==> src/sv/srs_pkg.sv <==
// Shared types and constants for the streaming substring replacer.
package srs_pkg;

    localparam int BYTE_W    = 8;
    localparam int JOB_BYTES = 8;
    localparam int LEN_W     = 4;
    localparam int CFG_IDX_W = 4;
    localparam int CFG_W     = 64;

    typedef enum logic [CFG_IDX_W-1:0] {
        CFG_PATTERN_BYTES      = 4'd0,
        CFG_PATTERN_LENGTH     = 4'd1,
        CFG_REPLACEMENT_BYTES  = 4'd2,
        CFG_REPLACEMENT_LENGTH = 4'd3
    } cfg_idx_t;

    typedef enum logic [1:0] {
        SH_NONE = 2'd0,
        SH_ONE  = 2'd1,
        SH_PLEN = 2'd2
    } shift_t;

    typedef struct packed {
        logic [BYTE_W-1:0] in_byte;
        logic              in_last;
    } in_item_t;

    typedef struct packed {
        logic [BYTE_W-1:0] out_byte;
        logic              has_byte;
        logic              out_last;
    } out_item_t;

    typedef struct packed {
        logic [JOB_BYTES-1:0][BYTE_W-1:0] bytes;
        logic [LEN_W-1:0]                 cnt;
        logic                             has;
        logic                             last;
    } job_t;

endpackage

==> src/sv/substring_replace_stream.sv <==
// Streaming substring replacer top level: config registers, window chain, result emitter.
//
// Input channel s_*: one text byte per transaction, in_last on the final byte.
// Result channel m_*: one byte per transaction; has_byte low marks an empty end
// (the whole text collapsed to nothing), out_last marks the final result of a text.
// Config channel cfg_*: index 0 pattern bytes, 1 pattern length, 2 replacement
// bytes, 3 replacement length. Always ready; write only while the block is idle.
// Latency: with the output chain free, the first result of an input transaction is
// on m_* in the cycle after it is accepted. Throughput: one input byte per cycle
// while each byte gives at most one result; a match emits its replacement at one
// byte per cycle from the output shift chain, and a final transaction flushes up
// to eight held bytes the same way. One complete result job is buffered behind the
// chain, so the input keeps accepting while a result waits; when the receiver
// stalls, s_ready drops once that buffer is occupied.
// Reset clears the window, the output chain and the buffer; the registers return
// to pattern length 1 with all other fields zero.
module substring_replace_stream #(
    parameter int MAX_PATTERN = 8
) (
    input  logic                          aclk,
    input  logic                          aresetn,
    input  logic                          s_valid,
    output logic                          s_ready,
    input  srs_pkg::in_item_t             s_data,
    output logic                          m_valid,
    input  logic                          m_ready,
    output srs_pkg::out_item_t            m_data,
    input  logic                          cfg_valid,
    output logic                          cfg_ready,
    input  logic [srs_pkg::CFG_IDX_W-1:0] cfg_index,
    input  logic [srs_pkg::CFG_W-1:0]     cfg_data
);
    import srs_pkg::*;

    logic [CFG_W-1:0] pat_bytes_reg, pat_bytes_next;
    logic [LEN_W-1:0] pat_len_reg, pat_len_next;
    logic [CFG_W-1:0] rep_bytes_reg, rep_bytes_next;
    logic [LEN_W-1:0] rep_len_reg, rep_len_next;

    logic accept;
    job_t job;
    logic job_valid;
    logic job_ready;

    assign cfg_ready = 1'b1;
    assign s_ready   = job_ready;
    assign accept    = s_valid && s_ready;

    always_comb begin
        pat_bytes_next = pat_bytes_reg;
        pat_len_next   = pat_len_reg;
        rep_bytes_next = rep_bytes_reg;
        rep_len_next   = rep_len_reg;
        if (cfg_valid && cfg_ready) begin
            case (cfg_index)
                CFG_PATTERN_BYTES:      pat_bytes_next = cfg_data;
                CFG_PATTERN_LENGTH:     pat_len_next   = cfg_data[LEN_W-1:0];
                CFG_REPLACEMENT_BYTES:  rep_bytes_next = cfg_data;
                CFG_REPLACEMENT_LENGTH: rep_len_next   = cfg_data[LEN_W-1:0];
                default:                ;
            endcase
        end
    end

    always_ff @(posedge aclk) begin
        if (!aresetn) begin
            pat_bytes_reg <= '0;
            pat_len_reg   <= LEN_W'(1);
            rep_bytes_reg <= '0;
            rep_len_reg   <= '0;
        end else begin
            pat_bytes_reg <= pat_bytes_next;
            pat_len_reg   <= pat_len_next;
            rep_bytes_reg <= rep_bytes_next;
            rep_len_reg   <= rep_len_next;
        end
    end

    srs_window #(
        .MAX_PATTERN (MAX_PATTERN)
    ) u_window (
        .aclk               (aclk),
        .aresetn            (aresetn),
        .accept             (accept),
        .s_item             (s_data),
        .pattern_bytes      (pat_bytes_reg),
        .pattern_length     (pat_len_reg),
        .replacement_bytes  (rep_bytes_reg),
        .replacement_length (rep_len_reg),
        .job                (job),
        .job_valid          (job_valid)
    );

    srs_emitter u_emitter (
        .aclk          (aclk),
        .aresetn       (aresetn),
        .new_job       (job),
        .new_job_valid (job_valid),
        .job_ready     (job_ready),
        .m_valid       (m_valid),
        .m_ready       (m_ready),
        .m_data        (m_data)
    );

endmodule

==> src/sv/srs_win_cell.sv <==
// One window cell: holds a text byte, compares it with its pattern byte, shifts.
module srs_win_cell (
    input  logic                      aclk,
    input  logic                      upd,
    input  logic                      push_here,
    input  srs_pkg::shift_t           sel,
    input  logic [srs_pkg::BYTE_W-1:0] in_byte,
    input  logic [srs_pkg::BYTE_W-1:0] nb_one,
    input  logic [srs_pkg::BYTE_W-1:0] nb_plen,
    input  logic [srs_pkg::BYTE_W-1:0] pat_byte,
    output logic [srs_pkg::BYTE_W-1:0] post_byte,
    output logic                      eq
);
    import srs_pkg::*;

    logic [BYTE_W-1:0] byte_reg, byte_next;

    always_comb begin
        post_byte = push_here ? in_byte : byte_reg;
        eq        = (post_byte == pat_byte);
    end

    always_comb begin
        byte_next = byte_reg;
        if (upd) begin
            case (sel)
                SH_NONE: byte_next = post_byte;
                SH_ONE:  byte_next = nb_one;
                SH_PLEN: byte_next = nb_plen;
                default: byte_next = post_byte;
            endcase
        end
    end

    always_ff @(posedge aclk) begin
        byte_reg <= byte_next;
    end

endmodule

==> src/sv/srs_window.sv <==
// Window chain, pattern match and per-transaction result job formation.
module srs_window #(
    parameter int MAX_PATTERN = 8
) (
    input  logic                       aclk,
    input  logic                       aresetn,
    input  logic                       accept,
    input  srs_pkg::in_item_t          s_item,
    input  logic [srs_pkg::CFG_W-1:0]  pattern_bytes,
    input  logic [srs_pkg::LEN_W-1:0]  pattern_length,
    input  logic [srs_pkg::CFG_W-1:0]  replacement_bytes,
    input  logic [srs_pkg::LEN_W-1:0]  replacement_length,
    output srs_pkg::job_t              job,
    output logic                       job_valid
);
    import srs_pkg::*;

    localparam int W      = MAX_PATTERN;
    localparam int LIMIT  = (W < JOB_BYTES) ? W : JOB_BYTES;
    localparam int FILL_W = $clog2(W + 1);
    localparam int CMP_W  = (FILL_W > LEN_W) ? FILL_W : LEN_W;

    logic [FILL_W-1:0] fill_reg, fill_next, fill_post;
    logic [LEN_W-1:0]  plen, rlen;
    logic [CMP_W-1:0]  fill_c, plen_c;
    logic              match;
    shift_t            sel;

    logic [BYTE_W-1:0] post [W];
    logic [BYTE_W-1:0] pp   [W+JOB_BYTES];
    logic [W-1:0]      eq;

    // Clamp the configured lengths to what the window supports
    always_comb begin
        if (pattern_length == '0)
            plen = LEN_W'(1);
        else if (pattern_length > LEN_W'(LIMIT))
            plen = LEN_W'(LIMIT);
        else
            plen = pattern_length;
        rlen = (replacement_length > LEN_W'(JOB_BYTES)) ? LEN_W'(JOB_BYTES)
                                                        : replacement_length;
    end

    always_comb begin
        fill_post = (fill_reg < FILL_W'(W)) ? fill_reg + FILL_W'(1) : fill_reg;
        fill_c    = CMP_W'(fill_post);
        plen_c    = CMP_W'(plen);
    end

    genvar j;
    generate
        for (j = 0; j < W + JOB_BYTES; j++) begin : g_pad
            if (j < W) begin : g_live
                assign pp[j] = post[j];
            end else begin : g_zero
                assign pp[j] = '0;
            end
        end

        for (j = 0; j < W; j++) begin : g_cell
            logic [BYTE_W-1:0] pat_b;
            logic [BYTE_W-1:0] nbp;

            if (j < JOB_BYTES) begin : g_pat
                assign pat_b = pattern_bytes[j*BYTE_W +: BYTE_W];
            end else begin : g_nopat
                assign pat_b = '0;
            end

            always_comb begin
                nbp = '0;
                for (int k = 1; k <= LIMIT; k++) begin
                    if (plen == LEN_W'(k))
                        nbp = pp[j+k];
                end
            end

            srs_win_cell u_cell (
                .aclk      (aclk),
                .upd       (accept),
                .push_here (fill_reg == FILL_W'(j)),
                .sel       (sel),
                .in_byte   (s_item.in_byte),
                .nb_one    (pp[j+1]),
                .nb_plen   (nbp),
                .pat_byte  (pat_b),
                .post_byte (post[j]),
                .eq        (eq[j])
            );
        end
    endgenerate

    always_comb begin
        match = 1'b1;
        for (int k = 0; k < LIMIT; k++) begin
            if (LEN_W'(k) < plen && !eq[k])
                match = 1'b0;
        end
    end

    always_comb begin
        sel       = SH_NONE;
        fill_next = fill_reg;
        job       = '0;
        job_valid = 1'b0;
        if (accept) begin
            if (!s_item.in_last) begin
                if (fill_c >= plen_c) begin
                    if (match) begin
                        sel       = SH_PLEN;
                        fill_next = fill_post - FILL_W'(plen);
                        job.bytes = replacement_bytes;
                        job.cnt   = rlen;
                        job.has   = 1'b1;
                        job_valid = (rlen != '0);
                    end else begin
                        sel          = SH_ONE;
                        fill_next    = fill_post - FILL_W'(1);
                        job.bytes[0] = pp[0];
                        job.cnt      = LEN_W'(1);
                        job.has      = 1'b1;
                        job_valid    = 1'b1;
                    end
                end else begin
                    fill_next = fill_post;
                end
            end else begin
                // Flush: empty the window and close the text
                fill_next = '0;
                job_valid = 1'b1;
                job.last  = 1'b1;
                job.has   = 1'b1;
                if (fill_c == plen_c && match) begin
                    job.bytes = replacement_bytes;
                    job.cnt   = rlen;
                end else begin
                    for (int k = 0; k < JOB_BYTES; k++)
                        job.bytes[k] = pp[k];
                    job.cnt = (fill_c > CMP_W'(JOB_BYTES)) ? LEN_W'(JOB_BYTES)
                                                           : LEN_W'(fill_post);
                end
                if (job.cnt == '0) begin
                    job.cnt   = LEN_W'(1);
                    job.has   = 1'b0;
                    job.bytes = '0;
                end
            end
        end
    end

    always_ff @(posedge aclk) begin
        if (!aresetn) begin
            fill_reg <= '0;
        end else begin
            fill_reg <= fill_next;
        end
    end

endmodule

==> src/sv/srs_emit_cell.sv <==
// One output cell: holds a result byte, loads a job or takes its neighbor's byte.
module srs_emit_cell (
    input  logic                       aclk,
    input  logic                       load,
    input  logic                       shift,
    input  logic [srs_pkg::BYTE_W-1:0] load_byte,
    input  logic [srs_pkg::BYTE_W-1:0] nb_byte,
    output logic [srs_pkg::BYTE_W-1:0] out_byte
);
    import srs_pkg::*;

    logic [BYTE_W-1:0] byte_reg, byte_next;

    always_comb begin
        if (load)
            byte_next = load_byte;
        else if (shift)
            byte_next = nb_byte;
        else
            byte_next = byte_reg;
    end

    always_ff @(posedge aclk) begin
        byte_reg <= byte_next;
    end

    assign out_byte = byte_reg;

endmodule

==> src/sv/srs_emitter.sv <==
// Result emitter: one skid job plus a shift chain that sends one byte per transaction.
module srs_emitter (
    input  logic               aclk,
    input  logic               aresetn,
    input  srs_pkg::job_t      new_job,
    input  logic               new_job_valid,
    output logic               job_ready,
    output logic               m_valid,
    input  logic               m_ready,
    output srs_pkg::out_item_t m_data
);
    import srs_pkg::*;

    logic [LEN_W-1:0] cnt_reg, cnt_next;
    logic             has_reg, has_next;
    logic             last_reg, last_next;
    logic             pend_valid_reg, pend_valid_next;
    job_t             pend_reg, pend_next;
    job_t             src;
    logic             pop, free, load_en;

    logic [BYTE_W-1:0] cell_q [JOB_BYTES];

    assign m_valid   = (cnt_reg != '0);
    assign pop       = m_valid && m_ready;
    assign free      = (cnt_reg == '0) || (cnt_reg == LEN_W'(1) && pop);
    assign src       = pend_valid_reg ? pend_reg : new_job;
    assign load_en   = free && (pend_valid_reg || new_job_valid);
    assign job_ready = !pend_valid_reg;

    always_comb begin
        pend_valid_next = pend_valid_reg;
        pend_next       = pend_reg;
        if (pend_valid_reg) begin
            if (free)
                pend_valid_next = 1'b0;
        end else if (new_job_valid && !free) begin
            // Park the job while the chain is still draining
            pend_valid_next = 1'b1;
            pend_next       = new_job;
        end
    end

    always_comb begin
        cnt_next  = cnt_reg;
        has_next  = has_reg;
        last_next = last_reg;
        if (load_en) begin
            cnt_next  = src.cnt;
            has_next  = src.has;
            last_next = src.last;
        end else if (pop) begin
            cnt_next = cnt_reg - LEN_W'(1);
        end
    end

    genvar j;
    generate
        for (j = 0; j < JOB_BYTES; j++) begin : g_cell
            logic [BYTE_W-1:0] nb;
            if (j + 1 < JOB_BYTES) begin : g_mid
                assign nb = cell_q[j+1];
            end else begin : g_end
                assign nb = '0;
            end
            srs_emit_cell u_cell (
                .aclk      (aclk),
                .load      (load_en),
                .shift     (pop),
                .load_byte (src.bytes[j]),
                .nb_byte   (nb),
                .out_byte  (cell_q[j])
            );
        end
    endgenerate

    always_comb begin
        m_data.out_byte = cell_q[0];
        m_data.has_byte = has_reg;
        m_data.out_last = last_reg && (cnt_reg == LEN_W'(1));
    end

    always_ff @(posedge aclk) begin
        if (!aresetn) begin
            cnt_reg        <= '0;
            pend_valid_reg <= 1'b0;
        end else begin
            cnt_reg        <= cnt_next;
            pend_valid_reg <= pend_valid_next;
        end
    end

    always_ff @(posedge aclk) begin
        has_reg  <= has_next;
        last_reg <= last_next;
        pend_reg <= pend_next;
    end

endmodule
==> config.mk <==
export PLATFORM = sky130hd
export DESIGN_NAME = substring_replace_stream
export DESIGN_NICKNAME = d
export VERILOG_FILES = /design/src/sv/srs_pkg.sv /design/src/sv/substring_replace_stream.sv /design/src/sv/srs_win_cell.sv /design/src/sv/srs_window.sv /design/src/sv/srs_emit_cell.sv /design/src/sv/srs_emitter.sv
export SDC_FILE = /design/constraint.sdc
export NUM_CORES = 1
export LEC_CHECK = 0
export ABC_AREA = 1
export BUFFER_PORTS_ARGS = -buffer_cell sky130_fd_sc_hd__buf_2
export CORE_MARGIN = 2
export CORE_UTILIZATION = 30
export DETAILED_ROUTE_END_ITERATION = 10
export PLACE_DENSITY = 0.44
export SKIP_CTS_REPAIR_TIMING = 1
export SYNTH_ARGS = -nofsm -noshare
export SYNTH_HDL_FRONTEND = slang
export SYNTH_SLANG_ARGS = --single-unit
==> constraint.sdc <==
create_clock -name aclk -period 6.9 [get_ports aclk]
set_input_delay 1.035 -clock aclk [delete_from_list [all_inputs] [get_ports aclk]]
set_output_delay 1.035 -clock aclk [all_outputs]
set_load 0.005 [all_outputs]
# --- After elaboration in Yosys (flattened, before gate mapping) ---
# Index checks and enable logic that the tools add are counted.
word_totals:
  regBits: 345
  out_inout_bits: 13
  wordCells: 252
classes:
  add_sub_neg: 4
  order_cmp: 13
  eq_ne: 30
  mux: 127
  bitwise_logic: 1
  reduce_logical: 41
op_table:
  columns: ["operator", "n"]
  rows:
  - ["8-bit two-way mux", 80]
  - ["69-bit two-way mux", 3]
  - ["68-bit two-way mux", 3]
  - ["70-bit two-way mux", 2]
  - ["8-bit case mux with 2 select lines", 7]
  - ["8-bit equality test", 8]
  - ["56-bit two-way mux", 1]
  - ["4-bit two-way mux", 10]
  - ["4-bit by 3-bit equality test with 1-bit output, second input constant", 8]
  - ["4-bit by 2-bit equality test with 1-bit output, second input constant", 6]
  - ["4-bit logical NOT", 5]
  - ["4-bit by 1-bit equality test with 1-bit output, second input constant", 4]
  - ["3-bit by 4-bit < comparator with 1-bit output, first input constant", 4]
  - ["1-bit two-way mux", 16]
  - ["1-bit logical AND", 15]
  - ["13-bit two-way mux", 1]
  - ["4-bit greater-than comparator, second input constant", 3]
  - ["1-bit logical NOT", 10]
  - ["2-bit AND reduction", 5]
  - ["1-bit by 4-bit < comparator with 1-bit output, first input constant", 2]
  - ["2-bit by 4-bit < comparator with 1-bit output, first input constant", 2]
  - ["2-bit two-way mux", 4]
  - ["4-bit nonzero test", 2]
  - ["4-bit by 1-bit subtractor with 4-bit output, second input constant", 2]
  - ["other kinds (12)", 13]

# --- Longest topological paths before layout ---
depth:
  depth_word: 23
  mapped_depth: 28

# --- By module ---
# Synthesis repeated with hierarchy kept, for this count alone.
hier_totals:
  cells_unflattened: 3502
  hier_area_um2: 23271.1
by_module_without_submodules:
  columns: ["module", "n_inst", "cells_per_inst", "area_per_inst_um2", "seq_area_each_um2"]
  rows:
  - ["substring_replace_stream", 1, 1096, 6749.0, 2722.6]
  - ["srs_win_cell", 8, 113, 758.2, 240.2]
  - ["srs_window", 1, 870, 4207.8, 80.1]
  - ["srs_emitter", 1, 352, 3435.8, 2262.2]
  - ["srs_emit_cell", 8, 35, 351.6, 240.2]

# --- Least setup slack after synthesis ---
# OpenSTA, ideal clock, no wires.
synth_timing:
  path_kind: "input to register"
  from: "in s_valid"
  to: "reg u_emitter.pend_reg[0] (netlist name) (enable)"
  setup_time_ns: 0.499
  t_arrival_ns: 5.872
  path_slack_ns: 0.529
  path_stages: 6
  n_path_buf: 0
  path_cell_list: "nand2_1 inv_1 o21ai_0 inv_1 nand2_1 nor2_1"
synth_via:
  elab_chain_len: 4
synth_rtl:
  columns: ["element", "line", "text"]
  rows:
  - ["from (decl)", "substring_replace_stream.sv:22", "input logic s_valid,"]
  - ["1-bit logical AND", "substring_replace_stream.sv:47", "assign accept = s_valid && s_ready;"]
  - ["via accept", "substring_replace_stream.sv:40", "logic accept;"]
  - ["1-bit two-way mux", "srs_window.sv:107", "if (accept) begin"]
  - ["1-bit logical AND", "srs_emitter.sv:37", "end else if (new_job_valid && !free) begin"]
  - ["2-bit AND reduction (no source line)", null, null]
  - ["to (signal assigned)", "srs_emitter.sv:96", "pend_reg <= pend_next;"]
  - ["to (decl)", "srs_emitter.sv:18", "job_t pend_reg, pend_next;"]
# The timed path passes the listed nets, and every way through them passes these cells.
# A chain may end at the register's enable or synchronous reset.

# --- Worst setup path after layout ---
layout_timing:
  from: "reg u_window.fill_reg[2]"
  to: "reg u_window.g_cell[6].u_cell.byte_reg[1] (data pin)"
layout_via:
  elab_chain_len: 19
  word_cells_on_any_way: 67
layout_rtl:
  columns: ["element", "line", "text"]
  rows:
  - ["from (decl)", "srs_window.sv:23", "logic [FILL_W-1:0] fill_reg, fill_next, fill_post;"]
  - ["from (signal assigned)", "srs_window.sv:156", "fill_reg <= fill_next;"]
  - ["4-bit logical NOT", "srs_window.sv:82", ".push_here (fill_reg == FILL_W'(j)),"]
  - ["8-bit two-way mux", "srs_win_cell.sv:19", "post_byte = push_here ? in_byte : byte_reg;"]
  - ["8-bit equality test", "srs_win_cell.sv:20", "eq = (post_byte == pat_byte);"]
  - ["1-bit logical NOT", "srs_window.sv:97", "if (LEN_W'(k) < plen && !eq[k])"]
  - ["1-bit logical AND", "srs_window.sv:97", null]
  - ["1-bit two-way mux (8 in series)", "srs_window.sv:97", null]
  - ["2-bit two-way mux", "srs_window.sv:110", "if (match) begin"]
  - ["2-bit two-way mux", "srs_window.sv:109", "if (fill_c >= plen_c) begin"]
  - ["2-bit two-way mux", "srs_window.sv:108", "if (!s_item.in_last) begin"]
  - ["2-bit two-way mux", "srs_window.sv:107", null]
  - ["2-bit equality test / 2-bit by 1-bit equality test with 1-bit output (equally long branches)", "srs_win_cell.sv:26", "case (sel)"]
  - ["8-bit case mux with 2 select lines (*)", "srs_win_cell.sv:26", null]
  - ["to (signal assigned)", "srs_win_cell.sv:36", "byte_reg <= byte_next;"]
  - ["to (decl)", "srs_win_cell.sv:16", "logic [BYTE_W-1:0] byte_reg, byte_next;"]
# Mark *: on every way between the ends. The rest lies on a longest branch, timed or not.

==> results.md <==
- Run status: finished, final reports clean
- Crit path top cell by count: nand2_1
- Final instance area: 0.0225 mm2
- Synth async-reset ratio: 0
- Hold Crit Class: reg2reg
- CTS tree: yes
- Worst Setup End Kind: register
- Max Cap Viol: 0
- Critical Path RT: 7300 ps
- Vias in the first global route: 18,169
- Global route total overflow: 0
- Nets@finish: 2,791
- Register area share after synthesis: 0.452
- Total global-route track usage: 0.252
- Max reg flops: 70
- Max incr delay on CP: 850 ps
- Clock H-tree levels: 2
- Final TNS setup: 0 ps
- DP HPWL: 62.3 mm
- Fin. max-slew vios: 0
- Total power draw: 7.99 mW
- Clock Path Buffers: 3
- Gpl congestion: 0.970
- Post-synth EDFFs: 200
- Die W: 260 um
- Vias per inst: 5.36
- CP max-delay cell: dfxtp_1
- First-pass GRT wire length: 125 mm
- Layout area overhead: 14.2%
- VDD IR max: 167 uV
- Syn Area/Cell: 7.36 um2
- Initial Util: 0.304
- Post-layout min period: 5690 ps
- Yosys cell types: 44
- Rel. slew slack: 0.268
- Iteration count of the initial detailed-routing pass: 5
- Num CTS Buffers: 44
- Largest net degree at the start of global routing: 85
- DRC Markers: 0
- Final Skew: 21.3 ps
- Routed WL: 86.3 mm
- DRT iter0 DRCs: 2,053
- Die height: 260 um
- Cell row count: 93
- Unrepaired setup endpoints after global routing: no
- Seq. cell area: 0.00891 mm2
- Antenna violations before repair: 2
- Finish-stage setup viols: 0
- CP Max Fanout: 16
- P_leak: 9.38 nW
- Primary FF master, synth: edfxtp_1
- # IOs: 95
- Arrival time at the worst endpoint: 6090 ps
- Multi-input logic area: 0.00889 mm2
- FF+latch count, synth: 345
- Fillcell total: 6,976
- Core Area: 0.0647 mm2
- Pwr Density: 355 mW/mm2
- Peak Freq: 0.176 GHz
- Layout cells sized above 1: 0.104
- Net Count, Synth: 2,772
- Worst-path cell chain: inv_1 -> nor2_1 -> nand3_1 -> nand3_1 -> nand2_1 -> inv_1 -> nand2_1 -> nor2_1 -> nand2_1 -> a21oi_1 -> nand3_1 -> nand2_2 -> nand2_2 -> inv_2 -> nor2_1 -> nand2_1 -> ha_1 -> nand2_1 -> nand2_1 -> nand3_1 -> o21ai_0
- WL/cell: 24.1 um
- WS Path Type: reg2reg
- CTS root buffer: clkbuf_16
- Clock Latency Late Sink: 590 ps
- Nature of the critical path startpoint: register
- Port-buffer cells: 93
- Area after DPL: 0.0210 mm2
- Mapped cell area: 0.0197 mm2
- Die Area: 0.0677 mm2
- Post-synthesis cell count: 2,675
- Clock sinks: 345
- N_diodes: 0
- Remaining antenna violation count: 0
- Vias: 19,222
- Final hold violation count: 0
- Fin crit share: 0.825
- YS warnings: 0
- Slew @ Worst Pin: 1100 ps
- Clock-pin slew on the worst setup and hold paths: 60 ps
==> through the flow <==
step / hold slack (ps) / std cells / setup slack (ps) / util
2_1_floorplan: 439 / 2675 / 529 / -
3_3_place_gp: 455 / 3503 / 1250 / 0.324
3_5_place_dp: 457 / 3503 / 1280 / 0.324
4_1_cts: 468 / 3584 / 1280 / 0.348
5_1_grt: 492 / 3584 / 901 / 0.348
6_report: 467 / 3584 / 1210 / 0.348
==> critical path, delay by kind of cell (launching register included) <==
kind | cells | cell delay, ps
AND/OR/NAND/NOR | 15 | 3160
buffers and inverters | 3 | 330
adder cells (fa/ha/maj) | 1 | 750
AO/OA/AOI/OAI | 2 | 400
flip-flops | 1 | 850
==> where the power goes <==
group	switching [mW]	total (mW)	internal, mW
clock network	0.989	2.45	1.47
registers	0.178	3.08	2.90
logic	1.76	2.46	0.698
==> final cells by class <==
cell class,instances,area share
clock buffer,56,0.0551
timing repair buffer,141,0.0402
inverter,318,0.0532
sequential,345,0.396
tap,855,0.0476
clock inverter,25,0.0123
multi-input combinational,1844,0.395
==> cells in the final DEF, fill, tap and decap left out, types with 8 or more instances in the layout <==
cell       netlist  final
nand2_1        717    714
inv_1          274    273
o21ai_0        266    266
nor2_1         224    222
nand3_1        203    202
edfxtp_1       200    200
dfxtp_1        145    144
a21oi_1        128    128
buf_2           19     92
o22ai_1         66     66
o211ai_1        62     62
clkbuf_16        0     47
buf_4           10     43
inv_2           41     42
o221ai_1        39     39
a22oi_1         24     24
a31oi_1         19     19
nand4_1         16     16
ha_1            14     14
nand2_2         10     11
o21ai_1          9      9
xor2_1           9      9
clkinv_2         0      8
==> cell families after synthesis <==
family                   synth area share
AND/OR/NAND/NOR                     0.246
AO/OA/AOI/OAI                       0.189
buffers and inverters              0.0982
flip-flops                          0.452
adder cells (fa/ha/maj)           0.00991
XOR/XNOR                          0.00534
other                            0.000190
==> cell usage after synthesis (3+ instances only) <==
cell type / count / share of area
ha_1: 14 / 0.0089
o21ai_2: 3 / 0.0013
nor2_1: 224 / 0.043
nand3_2: 4 / 0.0020
nand3_1: 203 / 0.052
a22oi_1: 24 / 0.0091
inv_1: 274 / 0.052
nand2_1: 717 / 0.14
xnor2_1: 3 / 0.0013
a21oi_1: 128 / 0.033
clkbuf_1: 113 / 0.022
buf_4: 10 / 0.0038
o31ai_1: 3 / 0.0011
o211ai_1: 62 / 0.024
edfxtp_1: 200 / 0.30
dfxtp_1: 145 / 0.15
o22ai_1: 66 / 0.021
o21ai_0: 266 / 0.068
a221oi_1: 6 / 0.0027
xor2_1: 9 / 0.0040
buf_6: 6 / 0.0034
nand4_1: 16 / 0.0051
o2111ai_1: 6 / 0.0027
buf_2: 19 / 0.0048
nand2_2: 10 / 0.0032
inv_2: 41 / 0.0078
o21ai_1: 9 / 0.0023
o221ai_1: 39 / 0.017
buf_1: 20 / 0.0038
a31oi_1: 19 / 0.0060
==> routing by layer <==
layer  vias up  part of all wire  GRT usage
li1       9057                 -          -
met1      9250              0.45      0.354
met2       753              0.44      0.389
met3       162             0.071     0.0428
met4         0             0.039     0.0881
met5         -                 0          0
==> worst paths after layout <==
kind,from,end,slack [ps],cells after the start
worst max-delay path,u_window.fill_reg[2],u_window.g_cell[6].u_cell.byte_reg[1],1210,21
worst min register to register,rep_bytes_reg[63],rep_bytes_reg[63],470,2
worst min-delay path,rep_bytes_reg[63],rep_bytes_reg[63],470,2
worst max register to register,u_window.fill_reg[2],u_window.g_cell[6].u_cell.byte_reg[1],1210,21
Note: power is estimated with default switching activity, not from simulation.
